`src/hw/rtl/dpb_pkg.sv`:
```
// Shared widths, register codes, types and helpers for the depth back-projection block.
package dpb_pkg;

  localparam int DEPTH_W       = 32;
  localparam int COORD_W       = 12;
  localparam int COLOR_W       = 8;
  localparam int INV_W         = 32;
  localparam int INV_HALF      = INV_W / 2;
  localparam int INV_FRAC_BITS = 30;
  localparam int PROD_W        = COORD_W + DEPTH_W;          // offset * depth
  localparam int PART_W        = PROD_W + INV_HALF;          // one partial product
  localparam int PART_SHIFT    = INV_FRAC_BITS - INV_HALF;
  localparam int AXMAG_W       = PART_W + 1 - PART_SHIFT;    // projected magnitude
  localparam int SQ_W          = 2 * DEPTH_W;
  localparam int SUM_W         = SQ_W + 2;
  localparam int NSTG          = 7;
  localparam int CFG_IDX_W     = 3;
  localparam int CFG_DATA_W    = 32;

  localparam logic [COORD_W-1:0] CENTER_COL_RST = COORD_W'(320);
  localparam logic [COORD_W-1:0] CENTER_ROW_RST = COORD_W'(240);
  localparam logic [INV_W-1:0]   INV_FOCAL_RST  = INV_W'(3355443);
  localparam logic [DEPTH_W-1:0] DEPTH_LIM_RST  = '1;
  localparam logic [DEPTH_W-1:0] MAX_RAY_RST    = '1;

  typedef enum logic [CFG_IDX_W-1:0] {
    REG_CENTER_COL = 3'd0,
    REG_CENTER_ROW = 3'd1,
    REG_INV_FOCAL  = 3'd2,
    REG_DEPTH_LIM  = 3'd3,
    REG_MAX_RAY    = 3'd4,
    REG_COLOR_EN   = 3'd5,
    REG_LABEL_EN   = 3'd6
  } cfg_reg_t;

  // per-stage load enables and valid bits
  typedef struct packed {
    logic [NSTG-1:0] en;
    logic [NSTG-1:0] vld;
  } pipe_ctl_t;

  typedef struct packed {
    logic [COLOR_W-1:0] ch0;
    logic [COLOR_W-1:0] ch1;
    logic [COLOR_W-1:0] ch2;
    logic [COLOR_W-1:0] label;
  } attr_t;

  // clamp a sign/magnitude value into signed 32 bits
  function automatic logic [DEPTH_W-1:0] sat_q(input logic neg,
                                               input logic [AXMAG_W-1:0] mag);
    logic [AXMAG_W-1:0] lim;
    logic [DEPTH_W-1:0] m;
    lim = neg ? AXMAG_W'(64'h8000_0000) : AXMAG_W'(64'h7FFF_FFFF);
    m = (mag > lim) ? lim[DEPTH_W-1:0] : mag[DEPTH_W-1:0];
    sat_q = neg ? (DEPTH_W'(0) - m) : m;
  endfunction

endpackage

```
`src/hw/rtl/dpb_axis.sv`:
```
// One axis of the projection: offset, times depth, times reciprocal focal length.
module dpb_axis import dpb_pkg::*; (
  input  logic               clk,
  input  pipe_ctl_t          ctl,
  input  logic [COORD_W-1:0] coord,
  input  logic [COORD_W-1:0] center,
  input  logic [DEPTH_W-1:0] depth_s1,
  input  logic [INV_W-1:0]   inv_focal,
  output logic               neg,
  output logic [AXMAG_W-1:0] mag
);

  logic               neg1_r, neg2_r, neg3_r, neg4_r;
  logic [COORD_W-1:0] off1_r;
  logic [PROD_W-1:0]  prod2_r;
  logic [PART_W-1:0]  hi3_r;
  logic [PART_W-1:0]  lo3_r;
  logic [AXMAG_W-1:0] mag4_r;
  logic [PART_W:0]    sum;

  assign sum = {1'b0, hi3_r} + (PART_W + 1)'(lo3_r >> INV_HALF);

  always_ff @(posedge clk) begin
    if (ctl.en[0]) begin
      neg1_r <= coord < center;
      off1_r <= (coord < center) ? (center - coord) : (coord - center);
    end
    if (ctl.en[1]) begin
      neg2_r  <= neg1_r;
      prod2_r <= PROD_W'(off1_r) * PROD_W'(depth_s1);
    end
    // split the reciprocal in halves to keep each multiplier narrow
    if (ctl.en[2]) begin
      neg3_r <= neg2_r;
      hi3_r  <= PART_W'(prod2_r) * PART_W'(inv_focal[INV_W-1:INV_HALF]);
      lo3_r  <= PART_W'(prod2_r) * PART_W'(inv_focal[INV_HALF-1:0]);
    end
    if (ctl.en[3]) begin
      neg4_r <= neg3_r;
      mag4_r <= sum[PART_W:PART_SHIFT];
    end
  end

  assign neg = neg4_r;
  assign mag = mag4_r;

endmodule

```
`config.mk`:
```
export PLATFORM = sky130hd
export DESIGN_NAME = dpb_axis
export DESIGN_NICKNAME = d
export VERILOG_FILES = /design/src/hw/rtl/dpb_pkg.sv /design/src/hw/rtl/dpb_axis.sv
export SDC_FILE = /design/constraint.sdc
export NUM_CORES = 2
export LEC_CHECK = 0
export BUFFER_PORTS_ARGS = -buffer_cell sky130_fd_sc_hd__buf_2
export CORE_MARGIN = 8
export CORE_UTILIZATION = 45
export DETAILED_ROUTE_END_ITERATION = 16
export HOLD_SLACK_MARGIN = 0.12
export SLEW_MARGIN = 20
export SYNTH_ARGS = -nofsm -noshare
export SYNTH_HDL_FRONTEND = slang
export SYNTH_SLANG_ARGS = --single-unit
```
`constraint.sdc`:
```
create_clock -name clk -period 16.3 [get_ports clk]
set_input_delay 4.89 -clock clk [delete_from_list [all_inputs] [get_ports clk]]
set_output_delay 4.89 -clock clk [all_outputs]
set_load 0.1 [all_outputs]
```
==> flow_metrics.py <==
metrics = {
    "timing": {
        "max_clock_freq_mhz": 83.02,
        "maxSlewViolCount": 0,
        "hold_violations": 0,
        "finClkSkew_ns": 0.02216,
        "worstMarginPinSlew_ns": 1.182,
        "fin_tns_setup_ns": 0,
        "finalCritPeriodShare": 0.7390,
        "slew_headroom": 0.2120,
        "hold_slack_ns": 0.4232,
        "setup_violations": 0,
        "period_needed_ns": 12.05,
        "fin_ws_ns": 4.254,
        "rsz0062_at_grt": "no",
    },
    "global_route": {
        "grt_pass1_vias": 51440,
        "grt_start_max_net_pins": 66,
        "grt_usage": 0.2212,
        "grt.overflow.total": 0,
        "grt_pass1_wl_mm": 278.8,
        "antenna_found_initial": 14,
    },
    "clocking": {
        "path_clk_slew_ns": 0.06,
        "cts_tree": "done",
        "numCtsBuffers": 28,
        "clockBufferDepth": 3,
        "cts_root_buf": "clkbuf_16",
        "postCtsHoldBufs": 0,
        "cts_resized": 0,
        "post_cts_buffers": 0,
        "cts_htree_levels": 1,
        "clkLatencyLatePin_ns": 0.61,
        "clock-sinks": 211,
    },
    "logic_synthesis": {
        "synth_top_area_frac": 0.4569,
        "ys_seq_area_frac": 0.09816,
        "syn_avg_cell_area_sq_um": 9.050,
        "netlist_instances": 7132,
        "synthFlopType": "edfxtp_1",
        "synthTopCellsByCount": "inv_1 (1626), fa_1 (1473), nand2_1 (1339)",
        "synth-seq-cells": 211,
        "synthTopCellsByArea": "fa_1 (46%), edfxtp_1 (9.8%), inv_1 (9.5%), ha_1 (7.9%), nand2_1 (7.8%)",
        "ys_async_sr_fraction": 0,
        "synth-edff-count": 211,
        "yosysMostFrequentCell": "inv_1",
        "yosysTopAreaCell": "fa_1",
        "synth_cell_types": 82,
        "syn_area_sq_um": 64550,
        "syn_nets": 9117,
        "yosysWarnings": 0,
    },
    "detailed_routing": {
        "drc": 0,
        "via_count": 46870,
        "drt_iter0_markers": 2905,
        "wl_mm": 170.1,
        "viasPerCell": 5.259,
        "drtPass1Iterations": 5,
        "avgRoutedWirePerCell_um": 19.09,
        "ant_nets": 0,
    },
    "worst_setup_path": {
        "path_class": "in2reg",
        "path_max_fanout": 27,
        "r2r_start": "prod2_r[25]$_DFFE_PP_",
        "endpoint_kind": "flip-flop",
        "cp-start-kind": "input port",
        "critPathArrivalTime_ns": 12.37,
        "crit_end": "lo3_r[43]$_DFFE_PP_",
        "crit_cells": 25,
        "r2r-end": "lo3_r[43]$_DFFE_PP_",
        "cp.required_ns": 16.63,
        "cp_slowest_cell": "buf_2",
        "crit_path_frequent_cell": "fa_1",
        "critical-path-max-stage-delay_ns": 0.54,
        "worstSetupStartpoint": "inv_focal[3]",
        "path_buf_inv": 7,
        "worst-r2r-cell-count": 24,
        "cp_top_family": "adder cells",
        "r2r_slack_ns": 8.78,
    },
    "place": {
        "pre_cts_ws_ns": 3.740,
        "port-buffer-count": 140,
        "hpwl_mm": 127.1,
        "gp_congestion": 0.8807,
    },
    "floorplanning": {
        "dieWidth_um": 394.7,
        "floorplan.initialDensity": 0.4515,
        "rows": 139,
        "ioPinCount": 151,
        "dieArea_sq_um": 155800,
        "dieHeight_um": 394.7,
        "core_sq_um": 143000,
    },
    "cells_and_area": {
        "fillers": 13860,
        "seqCellArea_sq_um": 6336,
        "area_growth_pct": 4.891,
        "nets": 8967,
        "drive_gt1_frac": 0.04484,
        "multi_input_area_sq_um": 50570,
    },
    "status": {
        "status": "complete, no violations",
    },
    "hold_path": {
        "hp-class": "reg2reg",
    },
    "flow_run": {
        "maxCapViolCount": 0,
    },
}
==> cells in the final DEF (no fill, tap or decap), drive strengths merged, types with 8 or more instances in the layout <==
cell type,n
nor4,10
a31oi,32
nand2,1339
nor3,16
and2,560
inv,1629
o21bai,30
xnor2,122
o21ai,115
nand3,52
xor2,75
and3,19
buf,225
or3,8
a211oi,19
clkbuf,31
a21o,131
nor2b,25
a21oi,190
edfxtp,211
nand2b,20
o21a,13
clkinv,13
nor2,79
ha,409
nand4,51
fa,1473
==> state kept, by name (all words and copies together), names as in the netlist <==
name	count
hi3_r	60
mag	47
lo3_r	44
prod2_r	44
off1_r	12
neg	1
neg1_r	1
neg2_r	1
neg3_r	1
==> layout make-up <==
class | count | share of cell area
Antenna cell | 6 | 0.0002218
Clock buffer | 31 | 0.01052
Clock inverter | 20 | 0.003641
Inverter | 1626 | 0.09015
Multi-Input combinational cell | 4890 | 0.7469
Sequential cell | 211 | 0.09359
Tap cell | 1903 | 0.03517
Timing Repair Buffer | 225 | 0.01981
==> per-stage QoR <==
stage	util	area (sq um)	instances
after floorplan	-	64550	7132
final	0.4736	67700	8912
after CTS	0.4735	67690	8906
after global routing	0.4735	67690	8907
after detailed placement	0.4668	66730	8855
after global placement	0.4668	66730	8855
==> cell families (layout without fill, tap and decap cells) <==
logic type,after synthesis,after routing,synth area share
AOI/OAI and AO/OA,608,608,0.06189
xor gates and xnor gates,197,197,0.02673
adders and majority gates,1882,1882,0.5361
buffers and inverters,2031,1902,0.1184
DFF,211,211,0.09816
muxes,8,8,0.001279
other,0,6,0
and+or+nand+nor,2195,2195,0.1574
==> per-layer routing <==
metal | part of all wire | track usage | vias up
li1 | - | - | 20800
met1 | 0.44 | 0.3063 | 24160
met2 | 0.45 | 0.3542 | 1619
met3 | 0.088 | 0.05109 | 285
met4 | 0.023 | 0.05240 | 4
met5 | 0.00012 | 0 | -
==> worst reg2reg max path, cell delays in order, from the launching register on <==
cell	delay [ns]
edfxtp_1	0.31
buf_4	0.44
nand2_1	0.17
fa_1	0.57
inv_1	0.06
fa_1	0.53
inv_1	0.05
fa_1	0.50
inv_1	0.05
fa_1	0.49
fa_1	0.49
inv_1	0.06
fa_1	0.48
inv_1	0.04
ha_1	0.38
nand3_1	0.17
nor2_1	0.26
and4_1	0.23
o21ai_0	0.11
o21ai_1	0.39
a31oi_1	0.23
o21a_1	0.28
o21ai_0	0.29
a21boi_0	0.17
xnor2_1	0.49
==> worst min-delay path by stage <==
stage                startpoint            end  slack, ns  cells past startpoint
2_1_floorplan  neg3_r$_DFFE_PP_  neg$_DFFE_PP_       0.40                      0
3_3_place_gp   neg3_r$_DFFE_PP_  neg$_DFFE_PP_       0.41                      0
3_5_place_dp   neg3_r$_DFFE_PP_  neg$_DFFE_PP_       0.41                      0
4_1_cts        neg3_r$_DFFE_PP_  neg$_DFFE_PP_       0.43                      0
5_1_grt        neg3_r$_DFFE_PP_  neg$_DFFE_PP_       0.45                      0
6_report       neg3_r$_DFFE_PP_  neg$_DFFE_PP_       0.42                      0
Power is left out: the tool's default activity adds up to more than one toggle a clock period on the data nets, which glitch-free logic cannot reach.
