===== src/hw/rtl/dpb_pkg.sv =====
// Shared widths, register codes, types and helpers for the depth back-projection block.
package dpb_pkg;

  localparam int DEPTH_W       = 32;
  localparam int COORD_W       = 12;
  localparam int COLOR_W       = 8;
  localparam int INV_W         = 32;
  localparam int INV_HALF      = INV_W / 2;
  localparam int INV_FRAC_BITS = 30;
  localparam int PROD_W        = COORD_W + DEPTH_W;          // offset * depth
  localparam int PART_W        = PROD_W + INV_HALF;          // one partial product
  localparam int PART_SHIFT    = INV_FRAC_BITS - INV_HALF;
  localparam int AXMAG_W       = PART_W + 1 - PART_SHIFT;    // projected magnitude
  localparam int SQ_W          = 2 * DEPTH_W;
  localparam int SUM_W         = SQ_W + 2;
  localparam int NSTG          = 7;
  localparam int CFG_IDX_W     = 3;
  localparam int CFG_DATA_W    = 32;

  localparam logic [COORD_W-1:0] CENTER_COL_RST = COORD_W'(320);
  localparam logic [COORD_W-1:0] CENTER_ROW_RST = COORD_W'(240);
  localparam logic [INV_W-1:0]   INV_FOCAL_RST  = INV_W'(3355443);
  localparam logic [DEPTH_W-1:0] DEPTH_LIM_RST  = '1;
  localparam logic [DEPTH_W-1:0] MAX_RAY_RST    = '1;

  typedef enum logic [CFG_IDX_W-1:0] {
    REG_CENTER_COL = 3'd0,
    REG_CENTER_ROW = 3'd1,
    REG_INV_FOCAL  = 3'd2,
    REG_DEPTH_LIM  = 3'd3,
    REG_MAX_RAY    = 3'd4,
    REG_COLOR_EN   = 3'd5,
    REG_LABEL_EN   = 3'd6
  } cfg_reg_t;

  // per-stage load enables and valid bits
  typedef struct packed {
    logic [NSTG-1:0] en;
    logic [NSTG-1:0] vld;
  } pipe_ctl_t;

  typedef struct packed {
    logic [COLOR_W-1:0] ch0;
    logic [COLOR_W-1:0] ch1;
    logic [COLOR_W-1:0] ch2;
    logic [COLOR_W-1:0] label;
  } attr_t;

  // clamp a sign/magnitude value into signed 32 bits
  function automatic logic [DEPTH_W-1:0] sat_q(input logic neg,
                                               input logic [AXMAG_W-1:0] mag);
    logic [AXMAG_W-1:0] lim;
    logic [DEPTH_W-1:0] m;
    lim = neg ? AXMAG_W'(64'h8000_0000) : AXMAG_W'(64'h7FFF_FFFF);
    m = (mag > lim) ? lim[DEPTH_W-1:0] : mag[DEPTH_W-1:0];
    sat_q = neg ? (DEPTH_W'(0) - m) : m;
  endfunction

endpackage


===== src/hw/rtl/dpb_ctrl.sv =====
// Pipeline valid bits and stall-driven stage enables.
module dpb_ctrl import dpb_pkg::*; (
  input  logic      clk,
  input  logic      rst_n,
  input  logic      in_valid,
  input  logic      out_stall,
  input  logic      keep,
  output pipe_ctl_t ctl,
  output logic      in_stall
);

  logic [NSTG-1:0] vld_r;
  logic [NSTG-1:0] vld_nxt;
  logic [NSTG-1:0] rdy;

  // a stage may load when it is empty or the stage after it moves
  always_comb begin
    rdy[NSTG-1] = !vld_r[NSTG-1] || !out_stall;
    for (int k = NSTG - 2; k >= 0; k--) begin
      rdy[k] = !vld_r[k] || rdy[k+1];
    end
  end

  always_comb begin
    vld_nxt = vld_r;
    if (rdy[0]) begin
      vld_nxt[0] = in_valid;
    end
    for (int k = 1; k < NSTG - 1; k++) begin
      if (rdy[k]) begin
        vld_nxt[k] = vld_r[k-1];
      end
    end
    // dropped points die at the output register
    if (rdy[NSTG-1]) begin
      vld_nxt[NSTG-1] = vld_r[NSTG-2] && keep;
    end
  end

  always_ff @(posedge clk) begin
    if (!rst_n) begin
      vld_r <= '0;
    end else begin
      vld_r <= vld_nxt;
    end
  end

  assign ctl.en   = rdy;
  assign ctl.vld  = vld_r;
  assign in_stall = !rdy[0];

endmodule


===== config.mk =====
export PLATFORM = sky130hd
export DESIGN_NAME = dpb_ctrl
export DESIGN_NICKNAME = d
export VERILOG_FILES = /design/src/hw/rtl/dpb_pkg.sv /design/src/hw/rtl/dpb_ctrl.sv
export SDC_FILE = /design/constraint.sdc
export NUM_CORES = 1
export LEC_CHECK = 0
export BUFFER_PORTS_ARGS = -buffer_cell sky130_fd_sc_hd__buf_2
export CAP_MARGIN = 20
export CORE_AREA = 2 2 39 41
export CTS_BUF_LIST = sky130_fd_sc_hd__clkbuf_16
export DETAILED_ROUTE_END_ITERATION = 8
export DIE_AREA = 0 0 41 43
export GPL_ROUTABILITY_DRIVEN = 0
export GPL_TIMING_DRIVEN = 1
export PLACE_DENSITY = 0.52
export SLEW_MARGIN = 10
export SYNTH_ARGS = -nofsm -noshare
export SYNTH_HDL_FRONTEND = slang
export SYNTH_SLANG_ARGS = --single-unit

===== constraint.sdc =====
create_clock -name clk -period 2.3 [get_ports clk]
set_input_delay 0.23 -clock clk [delete_from_list [all_inputs] [get_ports clk]]
set_output_delay 0.23 -clock clk [all_outputs]
set_load 0.05 [all_outputs]

==> results of run 1 <==
==> logic make-up after synthesis <==
kind of cell	Yosys count	synth area share [%]
simple gates	9	21.3
flops	7	49.8
compound gates	7	18.7
buf+inv	7	10.2
==> cell usage after synthesis <==
master    count
a21boi_0      2
a21boi_1      2
and3_4        1
dfxtp_1       7
inv_1         6
inv_4         1
nand2_1       3
nand3_1       1
nand4_1       2
nor2_1        1
nor3_4        1
o21a_1        3
==> placed cells by master (no fill, tap or decap) <==
cell type	count
nor3_4	1
and3_4	1
o21a_1	3
dfxtp_1	7
nor2_1	1
buf_2	19
clkbuf_16	3
nand2_1	3
nand4_1	2
a21boi_1	2
a21boi_0	2
inv_4	1
nand3_1	1
inv_1	7
==> final cells by class <==
cell class,instances,area (um^2)
repair buffers,19,95.1
multi-input cells,16,113
well taps,16,20.0
flip-flops and latches,7,140
fillers,153,908
inverters,7,28.8
clock inverters,1,3.75
clock buffers,3,75.1
==> power by group <==
part	total (uW)	internal [uW]	switching, uW
Clock	296	226	69.1
Sequential	127	125	2.17
Combinational	21.2	6.76	14.5
Total	444	358	85.7
==> layer usage <==
metal  part of all wire, %  vias up
met5                     0        -
met4                   3.0        0
met3                    14        2
met2                    37       18
met1                    45      113
li1                      -      143
==> per-stage QoR <==
stage | cells | total power, uW | util [%] | cell area, um^2
2_1_floorplan | 30 | 142 | - | 282
3_3_place_gp | 65 | 150 | 28.7 | 397
3_5_place_dp | 65 | 150 | 28.7 | 397
4_1_cts | 69 | 449 | 34.4 | 475
5_1_grt | 69 | 455 | 34.4 | 475
6_report | 69 | 444 | 34.4 | 475
==> path summary, 6_finish.rpt <==
| path | from | end | slack, ns | cells after the start |
|---|---|---|---|---|
| worst max-delay path | vld_r[5]$_SDFFE_PN0P_ | in_stall | 0.75 | 4 |
| worst min-delay path | in_valid | vld_r[0]$_SDFFE_PN0P_ | 0.21 | 2 |
| worst min register to register | vld_r[1]$_SDFFE_PN0P_ | vld_r[2]$_SDFFE_PN0P_ | 0.46 | 2 |
| worst max register to register | vld_r[5]$_SDFFE_PN0P_ | vld_r[0]$_SDFFE_PN0P_ | 1.32 | 4 |
==> run summary, run 1 <==
Status = complete, no violations
Max-slew violation count = 0
Top cells by area, synth = dfxtp_1, inv_1, o21a_1
Slew @ Worst Pin = 0.253 ns
RSZ-0062 raised after global routing = false
Worst-case clock buffer depth = 2
HP Class = input pin to flip-flop
DRT iter0 DRCs = 1
Family with the most delay on the worst path = simple AND/OR/NAND/NOR gates
Post-synth top area cell = dfxtp_1
Largest stage delay, worst path = 0.35 ns
Sequential fraction of the synthesis area = 49.8%
# port buffers = 19
Largest register by flop count = vld_r
PwrDens = 933 mW/mm^2
H-tree levels = 1
Area delta synth->final = 68.9%
Vias = 276
Hold_buf cts = 0
Starting Density = 20.3%
Syn Std Cell Area = 282 um^2
I/O pins = 20
DP Worst Slack = 0.999 ns
WS Path Type = flip-flop to output port
Biggest registers after layout = vld_r x7
Detailed Routing Iterations Pass 1 = 3
Hold Vio Cnt, Final = 0
Largest net degree at the start of global routing = 8
Top cell type's share of synthesized area = 49.8%
Final period utilization = 67.5%
Height of the die = 43 um
LEAKAGE = 0.000217 uW
Startpoint types = flip-flop
# rows = 14
Vias in the first global route = 245
Share of cells above drive strength 1 = 47.2%
Avg WL per Cell = 9.26 um
Final HPWL DP = 494 um
Met2 Use GR = 9.69%
Sum Neg Setup Slack = 0 ns
Core area = 0.00138 mm^2
Cts bufs inserted = 3
WP data required = 2.07 ns
Netlist cell types = 12
CTS tree = built
PostCTS Resize Cnt = 0
Residual DRC = 0
Die area = 0.00176 mm^2
Crit-path max FO = 5
Met3 GRT Util = 6.28%
Initial antenna violation count = 0
Crit end category = output port
GRT Residual Overflow = 0
Synthesis Warnings = 0
Vias per cell = 4.00
Max-cap check violation count = 0
Met1 usage = 12.3%
Syn_nets = 35
GRT Total Usage = 9.05%
Die W = 41 um
FF+latch count, synth = 7
Slowest-stage cell, CP = dfxtp_1
Post-route ant nets = 0
Mapped Avg Cell Area = 9.38 um^2
Final WL = 639 um
Gate Count Post-Synth = 30
Slew HR = 83.3%
Bufs and invs on worst path = 2
Final setup margin = 0.747 ns
Grt peak-use layer = met1
First-pass GRT wire length = 1010 um
Clock Tree Root = clkbuf_16
Final Net Count = 59
# setup viols final = 0
Worst-Skew Late Latency = 0.23 ns
Fmax = 644 MHz
Number of flip-flops in the largest register = 7
Worst-path clk slew = 0.04 ns
Antenna fix cells = 0
Fin crit period = 1.55 ns
Critical path arrival = 1.32 ns
Worst VDD drop = 0.000417 V
Min Hold Slack = 0.210 ns
Postcts setup bufs = 0
Crit-path cells = and3_4 -> inv_4 -> nor3_4 -> buf_2
Clock skew = 0.000384 ns
Clock Sink Count = 7
No activity file was read; power rests on OpenSTA's default activity.
==> run 2: changes to the inputs <==
clock period = 1.49 ns   (was 2.3 ns; I/O delays follow)
==> run 2 against run 1 <==
Compared with the run above: combinational power is 54% higher; sequential power up 53%; critical path depth increased by 1; register-to-register slack got worse by 0.86 ns; worst hold slack worse by 0.093 ns; cell area is 7.9% higher; utilization increased by 2.7 points; clock power is 54% higher; sequential share of layout area increased by 0.53 points; routed wire length is 7.0% higher; setup slack lost 0.73 ns; global-route usage up 0.62 points.
==> run summary, run 2 (same netlist as run 1, synthesis figures left out) <==
Worst-Skew Late Latency = 0.23 ns (about the same)
WS Path Type = flip-flop to output port
Slew HR = 83.1% (-0.15 points)
Cts bufs inserted = 3 (unchanged)
LEAKAGE = 0.000229 uW (+5.7%)
First-pass GRT wire length = 1030 um (+1.4%)
Max-cap check violation count = 0 (unchanged)
Post-route ant nets = 0 (unchanged)
Antenna fix cells = 0 (unchanged)
Number of flip-flops in the largest register = 7 (unchanged)
Residual DRC = 0 (unchanged)
Fin util = 37.1% (+2.7 points)
Final WL = 684 um (+7.0%)
Share of cells above drive strength 1 = 64.8% (+18 points)
I/O pins = 20 (unchanged)
Vias = 281 (+1.8%)
H-tree levels = 1 (unchanged)
Fin crit period = 1.48 ns
Most frequent cells in the layout = buf_2, inv_1, dfxtp_2
Commonest non-fill, non-tap cell in the layout = buf_2
Clock Sink Count = 7 (unchanged)
Largest register by flop count = vld_r
Height of the die = 43 um (unchanged)
Avg WL per Cell = 9.77 um (+5.5%)
Worst VDD drop = 0.00117 V (+180%)
Starting Density = 20.3% (unchanged)
Startpoint types = flip-flop
HP Class = input pin to flip-flop
Area delta synth->final = 82.2%
Vias in the first global route = 243 (-0.82%)
# fillers = 145 (-5.2%)
Final setup margin = 0.0136 ns (-0.733 ns)
Critical path arrival = 1.33 ns (about the same)
Core area = 0.00138 mm^2 (unchanged)
Final period utilization = 99.1%
# rows = 14 (unchanged)
Final Net Count = 60 (+1.7%)
Max-slew violation count = 0 (unchanged)
Worst-case clock buffer depth = 2 (unchanged)
Hold_buf cts = 0 (unchanged)
Post-Place Cells = 65 (unchanged)
Clock skew = 0.00248 ns (+0.00209 ns)
Die area = 0.00176 mm^2 (unchanged)
Die W = 41 um (unchanged)
Final HPWL DP = 523 um (+5.7%)
GRT Total Usage = 9.68% (+0.62 points)
Status = complete, no violations
Detailed Routing Iterations Pass 1 = 2 (-1)
Non-filler cells, final = 70 (+1.4%)
Hold Vio Cnt, Final = 0 (unchanged)
Largest net degree at the start of global routing = 8 (unchanged)
Sum Neg Setup Slack = 0 ns (unchanged)
RSZ-0062 raised after global routing = true
CTS tree = built
# setup viols final = 0 (unchanged)
Initial antenna violation count = 0 (unchanged)
Fin area = 513 um^2 (+7.9%)
DRT iter0 DRCs = 1 (unchanged)
Crit-path max FO = 3 (-2)
Slew @ Worst Pin = 0.255 ns (+0.00220 ns)
# port buffers = 19 (unchanged)
Area after DPL = 417 um^2 (+5.0%)
Crit end category = output port
DP Worst Slack = 0.191 ns (-0.808 ns)
Biggest registers after layout = vld_r x7
PwrDens = 1330 mW/mm^2 (+43%)
Worst-path clk slew = 0.04 ns (about the same)
WP data required = 1.34 ns (-0.73 ns)
Fmax = 677 MHz
GRT Residual Overflow = 0 (unchanged)
Clock Tree Root = clkbuf_16
Vias per cell = 4.01 (+0.36%)
Flop-to-flop setup slack = 0.46 ns (-0.86 ns)
-- run 2: changes by cell type in the layout (fill, tap and decap cells not counted), sizes merged --
cell	delta
buf	+1
clkinvlp	+1
clkinv	+1
inv	-2
-- run 2: path summary, 6_finish.rpt --
kind	start	end	depth (start not counted)
min	in_valid	vld_r[0]$_SDFFE_PN0P_	2
max	vld_r[6]$_SDFFE_PN0P_	ctl[7]	5
min reg2reg	vld_r[1]$_SDFFE_PN0P_	vld_r[2]$_SDFFE_PN0P_	2
max reg2reg	vld_r[6]$_SDFFE_PN0P_	vld_r[0]$_SDFFE_PN0P_	4
-- run 2: through the flow --
stage	hold slack (ns)	power, uW
2_1_floorplan	0.259	217
3_3_place_gp	0.345	230
3_5_place_dp	0.354	230
4_1_cts	0.118	692
5_1_grt	0.146	705
6_report	0.117	682
-- run 2: final cells by class --
| cell class | count | area (um^2) | area share [%] |
|---|---|---|---|
| Multi-Input combinational cell | 16 | 113 | 22.0 |
| Clock inverter | 1 | 5.00 | 0.976 |
| Timing Repair Buffer | 20 | 111 | 21.7 |
| Tap cell | 16 | 20.0 | 3.90 |
| Sequential cell | 7 | 154 | 30.0 |
| Inverter | 7 | 35.0 | 6.83 |
| Clock buffer | 3 | 75.1 | 14.6 |
-- run 2: repair_timing --
| action | CTS | global route |
|---|---|---|
| endpoints found under the hold margin | 0 | 0 |
| resized for setup | 2 | 1 |
| pin swaps | 1 | 2 |
| buffers inserted | 0 | 1 |
| setup endpoints to repair | 2 | 2 |
-- run 2: critical path: stages (launching register included) --
cell        delay [ns]
dfxtp_4           0.34
and3_4            0.21
inv_6             0.04
nor3_4            0.24
clkinvlp_4        0.12
buf_6             0.15
-- run 2: where the power goes --
group / internal, uW / switching (uW)
logic: 10.5 / 22.2
clock network: 352 / 104
registers: 190 / 3.65
total: 553 / 130
-- run 2: routing by layer --
layer | global-route usage (%) | vias to the layer above | part of all wire [%]
met2 | 13.8 | 7 | 53
li1 | - | 146 | -
met5 | 0 | - | 0
met1 | 8.79 | 126 | 36
met3 | 5.24 | 2 | 7.2
met4 | 10.0 | 0 | 3.4
==> run 3: changes to the inputs <==
PLACE_DENSITY = not set   (was 0.52)
==> run 3 against run 2 <==
Compared with the run above: worst hold slack is essentially flat; combinational power hardly changed; clock power is 1% lower; final cell count grew 2.9%; via count increased by 3.2%; flip-flop and latch count unchanged; sequential share of layout area shrank 0.78 points; routed wire length up 4.5%; maximum frequency shrank 0.72%; die area unchanged; setup slack got worse by 0.011 ns; clock skew fell by 0.0016 ns; highest routed layer unchanged.
==> run summary, run 3 (same netlist as run 1, synthesis figures left out) <==
Die area = 0.00176 mm^2 (unchanged)
Min Hold Slack = 0.116 ns (-0.000206 ns)
Final HPWL DP = 503 um (-3.8%)
Status = complete, no violations
Starting Density = 20.3% (unchanged)
HP Class = input pin to flip-flop
Vias in the first global route = 256 (+5.3%)
Hold_buf cts = 0 (unchanged)
Fmax = 672 MHz (-0.72%)
Largest net degree at the start of global routing = 8 (unchanged)
Max-cap check violation count = 0 (unchanged)
WP data required = 1.34 ns (about the same)
Residual DRC = 0 (unchanged)
# setup viols final = 0 (unchanged)
Fin crit period = 1.49 ns (+0.0106 ns)
Die W = 41 um (unchanged)
Most frequent cells in the layout = buf_2, inv_1, dfxtp_2
Initial antenna violation count = 0 (unchanged)
Vias per cell = 4.03 (+0.34%)
Sequential cell area = 154 um^2 (unchanged)
Cts bufs inserted = 3 (unchanged)
Max-slew violation count = 0 (unchanged)
Worst VDD drop = 0.000458 V (-61%)
Largest register by flop count = vld_r
Area after DPL = 417 um^2 (unchanged)
Commonest non-fill, non-tap cell in the layout = buf_2
Worst-path clk slew = 0.04 ns (about the same)
Fin area = 527 um^2 (+2.7%)
DRT iter0 DRCs = 10 (+9)
# rows = 14 (unchanged)
WS Path Type = flip-flop to output port
Flop-to-flop setup slack = 0.28 ns (-0.18 ns)
Vias = 290 (+3.2%)
Multi-input logic area = 113 um^2 (unchanged)
Hold Path Origin = in_valid
Final Net Count = 62 (+3.3%)
DP Worst Slack = 0.191 ns (-0.000414 ns)
Worst reg2reg path endpoint = vld_r[0]$_SDFFE_PN0P_
Hold Vio Cnt, Final = 0 (unchanged)
Slew HR = 83.3% (+0.17 points)
Final WL = 715 um (+4.5%)
RSZ-0062 raised after global routing = true
I/O pins = 20 (unchanged)
Fin util = 38.1% (+0.99 points)
Clock Sink Count = 7 (unchanged)
GRT Residual Overflow = 0 (unchanged)
Worst-case clock buffer depth = 2 (unchanged)
Crit-path max FO = 3 (unchanged)
# port buffers = 19 (unchanged)
Clock Tree Root = clkbuf_16
Crit end category = output port
Final setup margin = 0.00292 ns (-0.0106 ns)
Worst Setup SP = vld_r[6]$_SDFFE_PN0P_
Core area = 0.00138 mm^2 (unchanged)
Hold depth = 2 (unchanged)
LEAKAGE = 0.000241 uW (+5.4%)
# fillers = 151 (+4.1%)
GRT Total Usage = 9.87% (+0.19 points)
Clock skew = 0.000863 ns (-0.00161 ns)
Number of flip-flops in the largest register = 7 (unchanged)
Detailed Routing Iterations Pass 1 = 4 (+2)
Height of the die = 43 um (unchanged)
Post-route ant nets = 0 (unchanged)
PwrDens = 1280 mW/mm^2 (-3.5%)
R2R cell count = 6 (+2)
Antenna fix cells = 0 (unchanged)
Avg WL per Cell = 9.93 um (+1.6%)
Area delta synth->final = 87.1%
Endpoint, Worst Hold = vld_r[0]$_SDFFE_PN0P_
R2R Path Start = vld_r[6]$_SDFFE_PN0P_
Critical path arrival = 1.34 ns (about the same)
CTS tree = built
First-pass GRT wire length = 1070 um (+4.0%)
Biggest registers after layout = vld_r x7
H-tree levels = 1 (unchanged)
Startpoint types = flip-flop
Final period utilization = 99.8% (+0.71 points)
Share of cells above drive strength 1 = 64.3% (-0.53 points)
Worst-Skew Late Latency = 0.23 ns (about the same)
Slew @ Worst Pin = 0.253 ns (-0.00250 ns)
[run 3: worst max path at each step]
stage	end	slack, ns	cells after the start
after floorplan	ctl[7]	-0.43	4
after global placement	ctl[7]	0.20	5
after detailed placement	ctl[7]	0.19	5
after CTS	ctl[7]	0.01	5
after global routing	ctl[7]	-0.07	5
final	ctl[7]	0.003	5
[run 3: timing repair]
item                       CTS  global route
pin swaps                    2             1
resized for setup            3             0
setup endpoints to repair    2             1
setup buffers                2             1
[run 3: cell type report]
class	instances	share of cell area [%]
clock buffer	3	14.3
tap	16	3.80
timing repair buffer	22	24.0
multi-input combinational	16	21.4
inverter	7	6.65
sequential	7	29.2
clock inverter	1	0.713
[run 3: metrics by stage]
step / cells / TNS [ns] / total power (uW)
2_1_floorplan: 30 / -0.582 / 217
3_3_place_gp: 65 / 0 / 229
3_5_place_dp: 65 / 0 / 229
4_1_cts: 71 / 0 / 691
5_1_grt: 72 / -0.0676 / 701
6_report: 72 / 0 / 677
[run 3: power by group]
group / switching [uW] / internal [uW]
logic: 22.3 / 10.5
clock network: 101 / 349
registers: 3.48 / 190
total: 127 / 550
[run 3: per-layer routing]
| layer | routed length (um) | global-route usage (%) | vias up |
|---|---|---|---|
| li1 | - | - | 149 |
| met1 | 322 | 12.3 | 124 |
| met2 | 307 | 10.9 | 15 |
| met3 | 71 | 5.24 | 2 |
| met4 | 14 | 10.0 | 0 |
| met5 | 0 | 0 | - |
[run 3: worst max-delay path: stages, from the launching register on]
cell and delay (ns):
dfxtp_4 0.33, and3_4 0.21, inv_6 0.04, nor3_4 0.24, clkinvlp_4 0.13, buf_6 0.16
